## src/design/gost_mac_pkg.sv

```systemverilog
package gost_mac_pkg;

    localparam int ROUNDS        = 16;
    localparam int RND_W         = $clog2(ROUNDS);
    localparam int ROTATE_AMOUNT = 11;
    localparam int SBOX_SET      = 0;
    localparam int HALF_W        = 32;
    localparam int BLOCK_W       = 64;
    localparam int KEY_REGS      = 4;
    localparam int MAC_W         = 32;
    localparam int MAC_BITS_W    = 6;
    localparam int CFG_IDX_W     = 3;

    typedef logic [HALF_W-1:0] half_t;

    // Register indexes on the configuration port
    typedef enum logic [CFG_IDX_W-1:0] {
        CFG_KEY_01   = 3'd0,
        CFG_KEY_23   = 3'd1,
        CFG_KEY_45   = 3'd2,
        CFG_KEY_67   = 3'd3,
        CFG_MAC_BITS = 3'd4
    } cfg_idx_t;

    localparam logic [MAC_BITS_W-1:0] MAC_BITS_RESET = 6'd32;

    // Box 0 works on the top nibble of the word
    localparam logic [3:0] SBOX [0:1][0:7][0:15] = '{
        '{
            '{4'd1, 4'd15, 4'd13, 4'd0, 4'd5, 4'd7, 4'd10, 4'd4,
              4'd9, 4'd2, 4'd3, 4'd14, 4'd6, 4'd11, 4'd8, 4'd12},
            '{4'd13, 4'd11, 4'd4, 4'd1, 4'd3, 4'd15, 4'd5, 4'd9,
              4'd0, 4'd10, 4'd14, 4'd7, 4'd6, 4'd8, 4'd2, 4'd12},
            '{4'd4, 4'd11, 4'd10, 4'd0, 4'd7, 4'd2, 4'd1, 4'd13,
              4'd3, 4'd6, 4'd8, 4'd5, 4'd9, 4'd12, 4'd15, 4'd14},
            '{4'd6, 4'd12, 4'd7, 4'd1, 4'd5, 4'd15, 4'd13, 4'd8,
              4'd4, 4'd10, 4'd9, 4'd14, 4'd0, 4'd3, 4'd11, 4'd2},
            '{4'd7, 4'd13, 4'd10, 4'd1, 4'd0, 4'd8, 4'd9, 4'd15,
              4'd14, 4'd4, 4'd6, 4'd12, 4'd11, 4'd2, 4'd5, 4'd3},
            '{4'd5, 4'd8, 4'd1, 4'd13, 4'd10, 4'd3, 4'd4, 4'd2,
              4'd14, 4'd15, 4'd12, 4'd7, 4'd6, 4'd0, 4'd9, 4'd11},
            '{4'd14, 4'd11, 4'd4, 4'd12, 4'd6, 4'd13, 4'd15, 4'd10,
              4'd2, 4'd3, 4'd8, 4'd1, 4'd0, 4'd7, 4'd5, 4'd9},
            '{4'd4, 4'd10, 4'd9, 4'd2, 4'd13, 4'd8, 4'd0, 4'd14,
              4'd6, 4'd11, 4'd1, 4'd12, 4'd7, 4'd15, 4'd5, 4'd3}
        },
        '{
            '{4'd1, 4'd7, 4'd14, 4'd13, 4'd0, 4'd5, 4'd8, 4'd3,
              4'd4, 4'd15, 4'd10, 4'd6, 4'd9, 4'd12, 4'd11, 4'd2},
            '{4'd8, 4'd14, 4'd2, 4'd5, 4'd6, 4'd9, 4'd1, 4'd12,
              4'd15, 4'd4, 4'd11, 4'd0, 4'd13, 4'd10, 4'd3, 4'd7},
            '{4'd5, 4'd13, 4'd15, 4'd6, 4'd9, 4'd2, 4'd12, 4'd10,
              4'd11, 4'd7, 4'd8, 4'd1, 4'd4, 4'd3, 4'd14, 4'd0},
            '{4'd7, 4'd15, 4'd5, 4'd10, 4'd8, 4'd1, 4'd6, 4'd13,
              4'd0, 4'd9, 4'd3, 4'd14, 4'd11, 4'd4, 4'd2, 4'd12},
            '{4'd12, 4'd8, 4'd2, 4'd1, 4'd13, 4'd4, 4'd15, 4'd6,
              4'd7, 4'd0, 4'd10, 4'd5, 4'd3, 4'd14, 4'd9, 4'd11},
            '{4'd11, 4'd3, 4'd5, 4'd8, 4'd2, 4'd15, 4'd10, 4'd13,
              4'd14, 4'd1, 4'd7, 4'd4, 4'd12, 4'd9, 4'd6, 4'd0},
            '{4'd6, 4'd8, 4'd2, 4'd3, 4'd9, 4'd10, 4'd5, 4'd12,
              4'd1, 4'd14, 4'd4, 4'd7, 4'd11, 4'd13, 4'd0, 4'd15},
            '{4'd12, 4'd4, 4'd6, 4'd2, 4'd10, 4'd5, 4'd11, 4'd9,
              4'd14, 4'd8, 4'd13, 4'd7, 4'd0, 4'd3, 4'd15, 4'd1}
        }
    };

endpackage

```

## src/design/gost_block_cipher_mac.sv

```systemverilog
// GOST 28147-89 MAC engine.
// Input stream: one message byte per transaction on s_tdata[7:0]; s_tlast
// marks the final byte of a message. Output stream: one 32-bit MAC per
// message on m_tdata, low mac_bits bits valid, upper bits zero.
// Configuration: cfg_we/cfg_index/cfg_data write the four 64-bit key
// registers (index 0..3) and mac_bits (index 4); other indexes are ignored.
// Flow: a byte that does not complete a block leaves s_tready high. A byte
// that completes a block (eighth byte or last byte) starts 16 Feistel
// rounds on the shared round unit, one round per cycle, with s_tready low
// during the rounds and, for a last byte, in the finish state after them.
// For a last byte the MAC is registered in that finish state, which also
// raises m_tvalid.
// The output register lets the next message start while a MAC waits; if a
// new MAC is ready while the old one is still not taken, the engine holds
// in its finish state with s_tready low until m_tready.
// Reset: chain value and byte position clear, keys clear, mac_bits = 32.
module gost_block_cipher_mac (
    input  logic                                      clk,
    input  logic                                      rst_n,
    input  logic                                      s_tvalid,
    output logic                                      s_tready,
    input  logic [7:0]                                s_tdata,   // [7:0] data_byte
    input  logic                                      s_tlast,
    output logic                                      m_tvalid,
    input  logic                                      m_tready,
    output logic [gost_mac_pkg::MAC_W-1:0]            m_tdata,   // [31:0] mac
    input  logic                                      cfg_we,
    input  logic [gost_mac_pkg::CFG_IDX_W-1:0]        cfg_index,
    input  logic [gost_mac_pkg::BLOCK_W-1:0]          cfg_data
);
    import gost_mac_pkg::*;

    typedef enum logic [1:0] {
        ST_IDLE,
        ST_ROUND,
        ST_FINISH
    } state_t;

    state_t                  state_reg;
    logic [BLOCK_W-1:0]      key_reg [KEY_REGS];
    logic [MAC_BITS_W-1:0]   mac_bits_reg;
    half_t                   a_reg;
    half_t                   b_reg;
    logic [BLOCK_W-1:0]      asm_reg;
    logic [2:0]              pos_reg;
    logic [RND_W-1:0]        rnd_reg;
    logic                    last_reg;

    logic [BLOCK_W-1:0]      asm_next;
    logic [BLOCK_W-1:0]      key_sel;
    half_t                   key_word;
    half_t                   na;
    half_t                   mac_mask;
    logic                    s_acc;
    logic                    out_free;

    assign s_tready = (state_reg == ST_IDLE);
    assign s_acc    = s_tvalid && s_tready;
    assign out_free = !m_tvalid || m_tready;

    // shift of 32 or more yields zero, so the mask saturates at 32 bits
    assign mac_mask = ~(32'hFFFF_FFFF << mac_bits_reg);

    always_comb
    begin
        asm_next = asm_reg;
        asm_next[{~pos_reg, 3'b000} +: 8] = s_tdata;
    end

    // round r uses key word r mod 8
    assign key_sel  = key_reg[rnd_reg[2:1]];
    assign key_word = rnd_reg[0] ? key_sel[BLOCK_W-1:HALF_W] : key_sel[HALF_W-1:0];

    gost_mac_round u_round (
        .a   (a_reg),
        .b   (b_reg),
        .key (key_word),
        .na  (na)
    );

    always_ff @(posedge clk or negedge rst_n)
    begin
        if (!rst_n)
        begin
            for (int i = 0; i < KEY_REGS; i++)
            begin
                key_reg[i] <= '0;
            end
            mac_bits_reg <= MAC_BITS_RESET;
        end
        else if (cfg_we)
        begin
            case (cfg_index)
                CFG_KEY_01, CFG_KEY_23, CFG_KEY_45, CFG_KEY_67:
                    key_reg[cfg_index[1:0]] <= cfg_data;
                CFG_MAC_BITS:
                    mac_bits_reg <= cfg_data[MAC_BITS_W-1:0];
                default:
                    ;
            endcase
        end
    end

    always_ff @(posedge clk or negedge rst_n)
    begin
        if (!rst_n)
        begin
            state_reg <= ST_IDLE;
            a_reg     <= '0;
            b_reg     <= '0;
            asm_reg   <= '0;
            pos_reg   <= '0;
            rnd_reg   <= '0;
            last_reg  <= 1'b0;
            m_tvalid  <= 1'b0;
            m_tdata   <= '0;
        end
        else
        begin
            // in the finish state the output register is reloaded below
            if (m_tvalid && m_tready && state_reg != ST_FINISH)
            begin
                m_tvalid <= 1'b0;
            end
            case (state_reg)
                ST_IDLE:
                begin
                    if (s_acc)
                    begin
                        if (pos_reg == 3'd7 || s_tlast)
                        begin
                            a_reg     <= a_reg ^ asm_next[BLOCK_W-1:HALF_W];
                            b_reg     <= b_reg ^ asm_next[HALF_W-1:0];
                            asm_reg   <= '0;
                            pos_reg   <= '0;
                            rnd_reg   <= '0;
                            last_reg  <= s_tlast;
                            state_reg <= ST_ROUND;
                        end
                        else
                        begin
                            asm_reg <= asm_next;
                            pos_reg <= pos_reg + 3'd1;
                        end
                    end
                end
                ST_ROUND:
                begin
                    a_reg   <= na;
                    b_reg   <= a_reg;
                    rnd_reg <= rnd_reg + RND_W'(1);
                    if (rnd_reg == RND_W'(ROUNDS - 1))
                    begin
                        state_reg <= last_reg ? ST_FINISH : ST_IDLE;
                    end
                end
                ST_FINISH:
                begin
                    if (out_free)
                    begin
                        m_tdata   <= a_reg & mac_mask;
                        m_tvalid  <= 1'b1;
                        a_reg     <= '0;
                        b_reg     <= '0;
                        state_reg <= ST_IDLE;
                    end
                end
                default:
                    state_reg <= ST_IDLE;
            endcase
        end
    end

`ifndef SYNTHESIS
    a_busy_no_accept: assert property (@(posedge clk) disable iff (!rst_n)
        (state_reg == ST_ROUND) |-> !s_tready)
        else $error("input accepted during rounds");

    a_idle_rnd_zero: assert property (@(posedge clk) disable iff (!rst_n)
        (state_reg == ST_IDLE) |-> (rnd_reg == '0))
        else $error("round counter not back at zero");

    a_mac_from_finish: assert property (@(posedge clk) disable iff (!rst_n)
        $rose(m_tvalid) |-> $past(state_reg == ST_FINISH))
        else $error("MAC issued outside finish state");

    a_mac_masked: assert property (@(posedge clk) disable iff (!rst_n)
        m_tvalid |-> ((m_tdata & ~mac_mask) == '0))
        else $error("MAC bits above mac_bits not zero");
`endif

endmodule

```

## src/design/gost_mac_round.sv

```systemverilog
module gost_mac_round (
    input  gost_mac_pkg::half_t a,
    input  gost_mac_pkg::half_t b,
    input  gost_mac_pkg::half_t key,
    output gost_mac_pkg::half_t na
);
    import gost_mac_pkg::*;

    localparam int SET = SBOX_SET & 1;
    localparam int ROT = ROTATE_AMOUNT & 31;

    half_t sum;
    half_t sub;
    half_t rot;

    assign sum = a + key;

    always_comb
    begin
        sub = '0;
        for (int n = 0; n < 8; n++)
        begin
            sub[28 - 4*n +: 4] = SBOX[SET][n][sum[28 - 4*n +: 4]];
        end
    end

    generate
        if (ROT == 0)
        begin : g_norot
            assign rot = sub;
        end
        else
        begin : g_rot
            assign rot = {sub[HALF_W-1-ROT:0], sub[HALF_W-1:HALF_W-ROT]};
        end
    endgenerate

    assign na = b ^ rot;

endmodule

```

## config.mk

```make
export PLATFORM = sky130hd
export DESIGN_NAME = gost_block_cipher_mac
export DESIGN_NICKNAME = d
export VERILOG_FILES = /design/src/design/gost_mac_pkg.sv /design/src/design/gost_block_cipher_mac.sv /design/src/design/gost_mac_round.sv
export SDC_FILE = /design/constraint.sdc
export NUM_CORES = 1
export LEC_CHECK = 0
export ABC_AREA = 1
export BUFFER_PORTS_ARGS = -buffer_cell sky130_fd_sc_hd__buf_2
export CAP_MARGIN = 30
export CORE_MARGIN = 2
export CORE_UTILIZATION = 55
export CTS_BUF_LIST = sky130_fd_sc_hd__clkbuf_8
export DETAILED_ROUTE_END_ITERATION = 8
export PLACE_DENSITY_LB_ADDON = 0.2
export SETUP_SLACK_MARGIN = 0.3
export SYNTH_ARGS = -nofsm -noshare
export SYNTH_HDL_FRONTEND = slang
export SYNTH_SLANG_ARGS = --single-unit
```

## constraint.sdc

```tcl
create_clock -name clk -period 5.65 [get_ports clk]
set_input_delay 1.13 -clock clk [delete_from_list [all_inputs] [get_ports clk]]
set_output_delay 1.13 -clock clk [all_outputs]
set_load 0.005 [all_outputs]
```

# Yosys cells after proc, flatten, opt, wreduce, memory -nomap -nowiden
# Memory sizes are Yosys's and may differ from the RTL's.
# Cells that the tools add are included.
# word_totals
rom_bits	512
wordCells	134
input_bits	81
reg_bits	433
out_inout_bits	34
mem_count	8
# classes
bitwise	16
magnitude_cmp	11
reduce_logical	20
n_mux	45
n_shift	3
eq_ne	13
add_sub_neg	4
# memory_table
memory	words	word_bits	read_ports	rd_ports_with_merged_regs	write_ports	line	rtl
(no name shown)	16	4	1	0	0	gost_mac_round.sv:23	sub[28 - 4*n +: 4] = SBOX[SET][n][sum[28 - 4*n +: 4]];
(no name shown)	16	4	1	0	0	gost_mac_round.sv:23	
(no name shown)	16	4	1	0	0	gost_mac_round.sv:23	
(no name shown)	16	4	1	0	0	gost_mac_round.sv:23	
(no name shown)	16	4	1	0	0	gost_mac_round.sv:23	
(no name shown)	16	4	1	0	0	gost_mac_round.sv:23	
+2 memories	-	-	-	-	-	-	
# op_table
operator	n
256-bit bitwise mux	1
64-bit 2-to-1 mux	4
32-bit 2-to-1 mux	6
32-bit case mux with 3 select lines	2
64-bit binary-select mux with 2-bit select	1
64-bit demux with 2-bit select	1
32-bit bitwise XOR	3
4-bit 2-to-1 mux	18
64-bit bitwise mux	1
8-bit by 8-bit variable shift with 64-bit output, first input constant	1
8-bit by 8-bit variable part select with 64-bit output	1
5-bit >= comparator, second input constant	8
4-bit inverter with 5-bit output	8
32-bit adder	1
32-bit bitwise AND	1
32-bit inverter	1
32-bit by 6-bit left shift with 32-bit output, first input constant	1
2-bit 2-to-1 mux	5
6-bit negator with 8-bit output	1
4-bit case mux with 2 select lines	1
2-bit AND reduction	4
4-bit AND reduction	2
3-bit by 2-bit == test with 1-bit output, second input constant	2
3-bit == test, second input constant	2
24 further kinds	36

# Depth between registers and ports, before layout
# depth
depth_word	12
depth_mapped	30
ltp_nobuf	27

# By module
# From an unflattened synthesis, not the netlist that was laid out.
# hier_totals
cells_unflattened	3473
area_unflattened_um2	25130.4
# modules_own_cells
module	instances	cells_per_inst	area_per_inst_um2	seq_area_each_um2
gost_block_cipher_mac	1	2609	20752.4	10836.6
gost_mac_round	1	864	4377.9	0.0

# Worst setup path before layout
# OpenSTA, ideal clock, no wires.
# synth_path
path_type	register -> register
startpoint	register rnd_reg[1]
endpoint	register a_reg[15]
slack_ns	1.699
t_arrival_ns	3.814
required_time_ns	5.513
stages_incl_launch_ff	23
synth_period_minus_slack_ns	3.951
setup_time_ns	0.137
n_path_buf	3
path_cell_list	dfrtp_1 > inv_1 > buf_2 > clkbuf_1 > buf_1 > nor2_1 > o22ai_1 > nor2_1 > a31oi_1 > ha_1 > inv_1 > fa_1 > inv_1 > nand3_1 > nand3_1 > xor2_1 > inv_1 > ha_1 > o21ai_0 > o21ai_0 > or2_0 > nand3_1 > a31oi_1
# synth_via
elab_chain_len	12
# synth_lines
item	line	rtl
start: declaration	gost_block_cipher_mac.sv:46	logic [RND_W-1:0] rnd_reg;
start signal: assignment	gost_block_cipher_mac.sv:151	rnd_reg <= rnd_reg + RND_W'(1);
2-bit inverter with 3-bit output (implied by the code)	gost_block_cipher_mac.sv:71	assign key_sel = key_reg[rnd_reg[2:1]];
64-bit binary-select mux with 2-bit select	gost_block_cipher_mac.sv:71	
64-bit 2-to-1 mux (implied by the code) (2 in a row)	gost_block_cipher_mac.sv:71	
32-bit 2-to-1 mux	gost_block_cipher_mac.sv:72	assign key_word = rnd_reg[0] ? key_sel[BLOCK_W-1:HALF_W] : key_sel[HALF_W-1:0];
32-bit adder	gost_mac_round.sv:16	assign sum = a + key;
4-bit inverter with 5-bit output (implied by the code)	gost_mac_round.sv:23	
memory read 16 x 4 bit	-	
4-bit 2-to-1 mux (implied by the code) (2 in a row)	gost_mac_round.sv:23	
32-bit bitwise XOR	gost_mac_round.sv:38	assign na = b ^ rot;
32-bit case mux with 3 select lines	gost_block_cipher_mac.sv:125	case (state_reg)
end signal: assignment	gost_block_cipher_mac.sv:132	a_reg <= a_reg ^ asm_next[BLOCK_W-1:HALF_W];
end signal: assignment	gost_block_cipher_mac.sv:149	a_reg <= na;
end: declaration	gost_block_cipher_mac.sv:42	half_t a_reg;
# Every way passes these cells. The select of a mux whose other input is x is not followed.
# A chain may end at the register's enable or synchronous reset.

# Worst setup path in the final report
# layout_path
startpoint	register rnd_reg[2]
endpoint	register a_reg[30]
# Same word-level chain as after synthesis.

==> reports/qor.yml <==
place:
  dpl.hpwl_mm: 50.8
  pre_cts_ws_ns: 1.32
  dpl.cell_count: 3913
  port_buffers: 114
  finalWeightedCongestion: 0.968
global_routing:
  grt_use_total_pct: 31.1
  grt_max_degree: 155
  overflow: 0
  antenna_found_initial: 1
  grt_pass1_vias: 21300
  grt_pass1_wl_mm: 115
clocking:
  cts_sinks: 433
  clk_pin_slew_ns: 0.06
  ctsResizeCount: 0
  numCtsBuffers: 76
  htree_levels: 3
  post_cts_buffers: 0
  clk-insertion-delay-late_ns: 0.69
  cts_root_buf: "clkbuf_8"
  cts_tree: "done"
  hold_buffers: 0
  clock_path_buffers: 3
synthesis:
  syn_inst: 3339
  synth_edf_count: 0
  synth_compound_area_share_pct: 18.4
  ys_types: 53
  synth_top_family_by_area: "simple AND/OR/NAND/NOR gates"
  synth_fa_ha_area_share_pct: 3.76
  ys.flop_type: "dfrtp_1"
  yosys_warnings: 0
  syn_nets: 3493
  synth_simple_gate_area_share_pct: 22.5
  synthXorXnorAreaFrac_pct: 2.16
  syn_area_um2: 24500
  synth_mux_area_share_pct: 0.301
  postSynthAreaPerCell_um2: 7.34
  yosysSeqAreaShare_pct: 44.2
  async_flop_share_pct: 100
  synth_seq_cells: 433
flow_run:
  max_cap_viol_count: 0
drt:
  drt-initial-drc-count: 1970
  wl_per_cell_um: 17.7
  ant_nets: 0
  drc: 0
  wirelength_mm: 71.6
  drt-met1-wl_mm: 31.5
  wl_met2_mm: 32.7
  avgViaCountPerCell: 5.58
  dr_wl_met3_mm: 4.42
  top_layer: "met4"
  firstDrtPassIters: 6
  vias: 22600
critical_path:
  worst-path-max-fanout: 32
  required_ns: 6.25
  cp.arrival_ns: 4.90
  critPathKind: "flop to flop"
  end_kind: "flop"
  ff2ff_path_depth: 24
  cp-start-kind: "flop"
  r2r_start: "rnd_reg[2]"
  ff2ff_setup_slack_ns: 1.35
  r2r_end: "a_reg[30]"
sta:
  finalSetupTns_ns: 0
  maxSlewViolCount: 0
  min_period_over_period_pct: 76.1
  setup_slack_ns: 1.35
  setup_viol_count_final: 0
  rsz0062_at_grt: "no"
  fin_crit_ns: 4.30
  finalClockSkew_ns: 0.0336
  slew_headroom_pct: 38.7
  fmax_mhz: 233
  hold_viol_final: 0
  tightest_slew_ns: 0.913
finish:
  layout_common_cells: "nand2_1 (821), o21ai_0 (564), dfrtp_1 (430), inv_1 (409), nor2_1 (335)"
  largest_reg_flops: 256
  seqCellArea_um2: 10800
  drive_gt1_share_pct: 8.92
  area_growth_pct: 10.6
  final_common_cell: "nand2_1"
  fin_nets: 3553
  fin_cells: 4047
  nFillCells: 4038
  multiInputGateArea_um2: 11600
die:
  fp-row-count: 77
  start_util_pct: 55.5
  die_x_um: 215
  die_h_um: 215
  pin_count: 115
  core_area_um2: 44100
  dieArea_um2: 46300
hold_path:
  hold_path_class: "input port to asynchronous set/reset pin"
outcome:
  status: "complete, no violations"
-- layout make-up --
cell class,instances,area share [%]
Tap cell,592,2.73
Clock inverter,40,0.835
Sequential cell,433,40.0
Clock buffer,93,4.72
Inverter,400,5.54
Timing Repair Buffer,144,3.40
Multi-Input combinational cell,2344,42.8
Antenna cell,1,0.00923
-- layer usage --
metal  GRT usage [%]  vias to the layer above
met4            13.4                        0
met1            42.7                    10700
met5               0                        -
met3            5.25                      149
met2            48.9                      764
li1                -                    11000
-- stage by stage --
stage	area (µm²)	hold WS (ns)	utilization [%]
after floorplan	24500	0.448	-
after global placement	25600	0.460	57.9
after detailed placement	25600	0.468	58.0
after CTS	27100	0.402	61.5
after global routing	27100	0.422	61.5
final	27100	0.408	61.5
-- worst max-delay path, cell delays in order (launching register included) --
cell	delay (ns)
dfrtp_2	0.41
inv_2	0.48
o21ai_0	0.20
o22ai_1	0.16
inv_1	0.09
o21ai_0	0.36
inv_1	0.11
fa_1	0.42
inv_1	0.09
nand3_1	0.06
nand3_1	0.19
nand2_1	0.08
nand2_1	0.09
nand2_1	0.05
nand2_1	0.10
xor2_1	0.47
inv_2	0.10
ha_1	0.24
inv_1	0.05
nand2_1	0.04
nand3_1	0.10
nand2_1	0.06
nand2_1	0.05
nand3_1	0.06
a21oi_1	0.13
-- logic make-up after synthesis --
kind of cell / Yosys count
compound gates: 841
simple gates: 1369
flops: 433
mux: 7
xor+xnor: 54
fa+ha+maj: 73
buf+inv: 562
-- how the worst max path moves through the flow --
| stage | startpoint | end | cells past startpoint |
|---|---|---|---|
| floorplan | rnd_reg[1] | a_reg[15] | 22 |
| global placement | rnd_reg[1] | a_reg[29] | 24 |
| detailed placement | rnd_reg[1] | a_reg[30] | 26 |
| CTS | rnd_reg[1] | a_reg[30] | 26 |
| global route | rnd_reg[1] | a_reg[15] | 20 |
| finish | rnd_reg[2] | a_reg[30] | 24 |
-- synth_stat cells, types with 40 or more instances --
library cell / count / share of area (%)
clkbuf_1: 138 / 2.1
o21ai_1: 40 / 0.82
dfrtp_1: 432 / 44
a21oi_1: 70 / 1.4
xor2_1: 40 / 1.4
ha_1: 72 / 3.7
nand2_1: 823 / 13
a31oi_1: 42 / 1.1
nand3_1: 143 / 2.9
o21ai_0: 564 / 12
nor2_1: 335 / 5.1
inv_1: 387 / 5.9
o22ai_1: 81 / 2.1
Power is left out: the tool's default activity adds up to more than one toggle a clock period on the data nets, which glitch-free logic cannot reach.
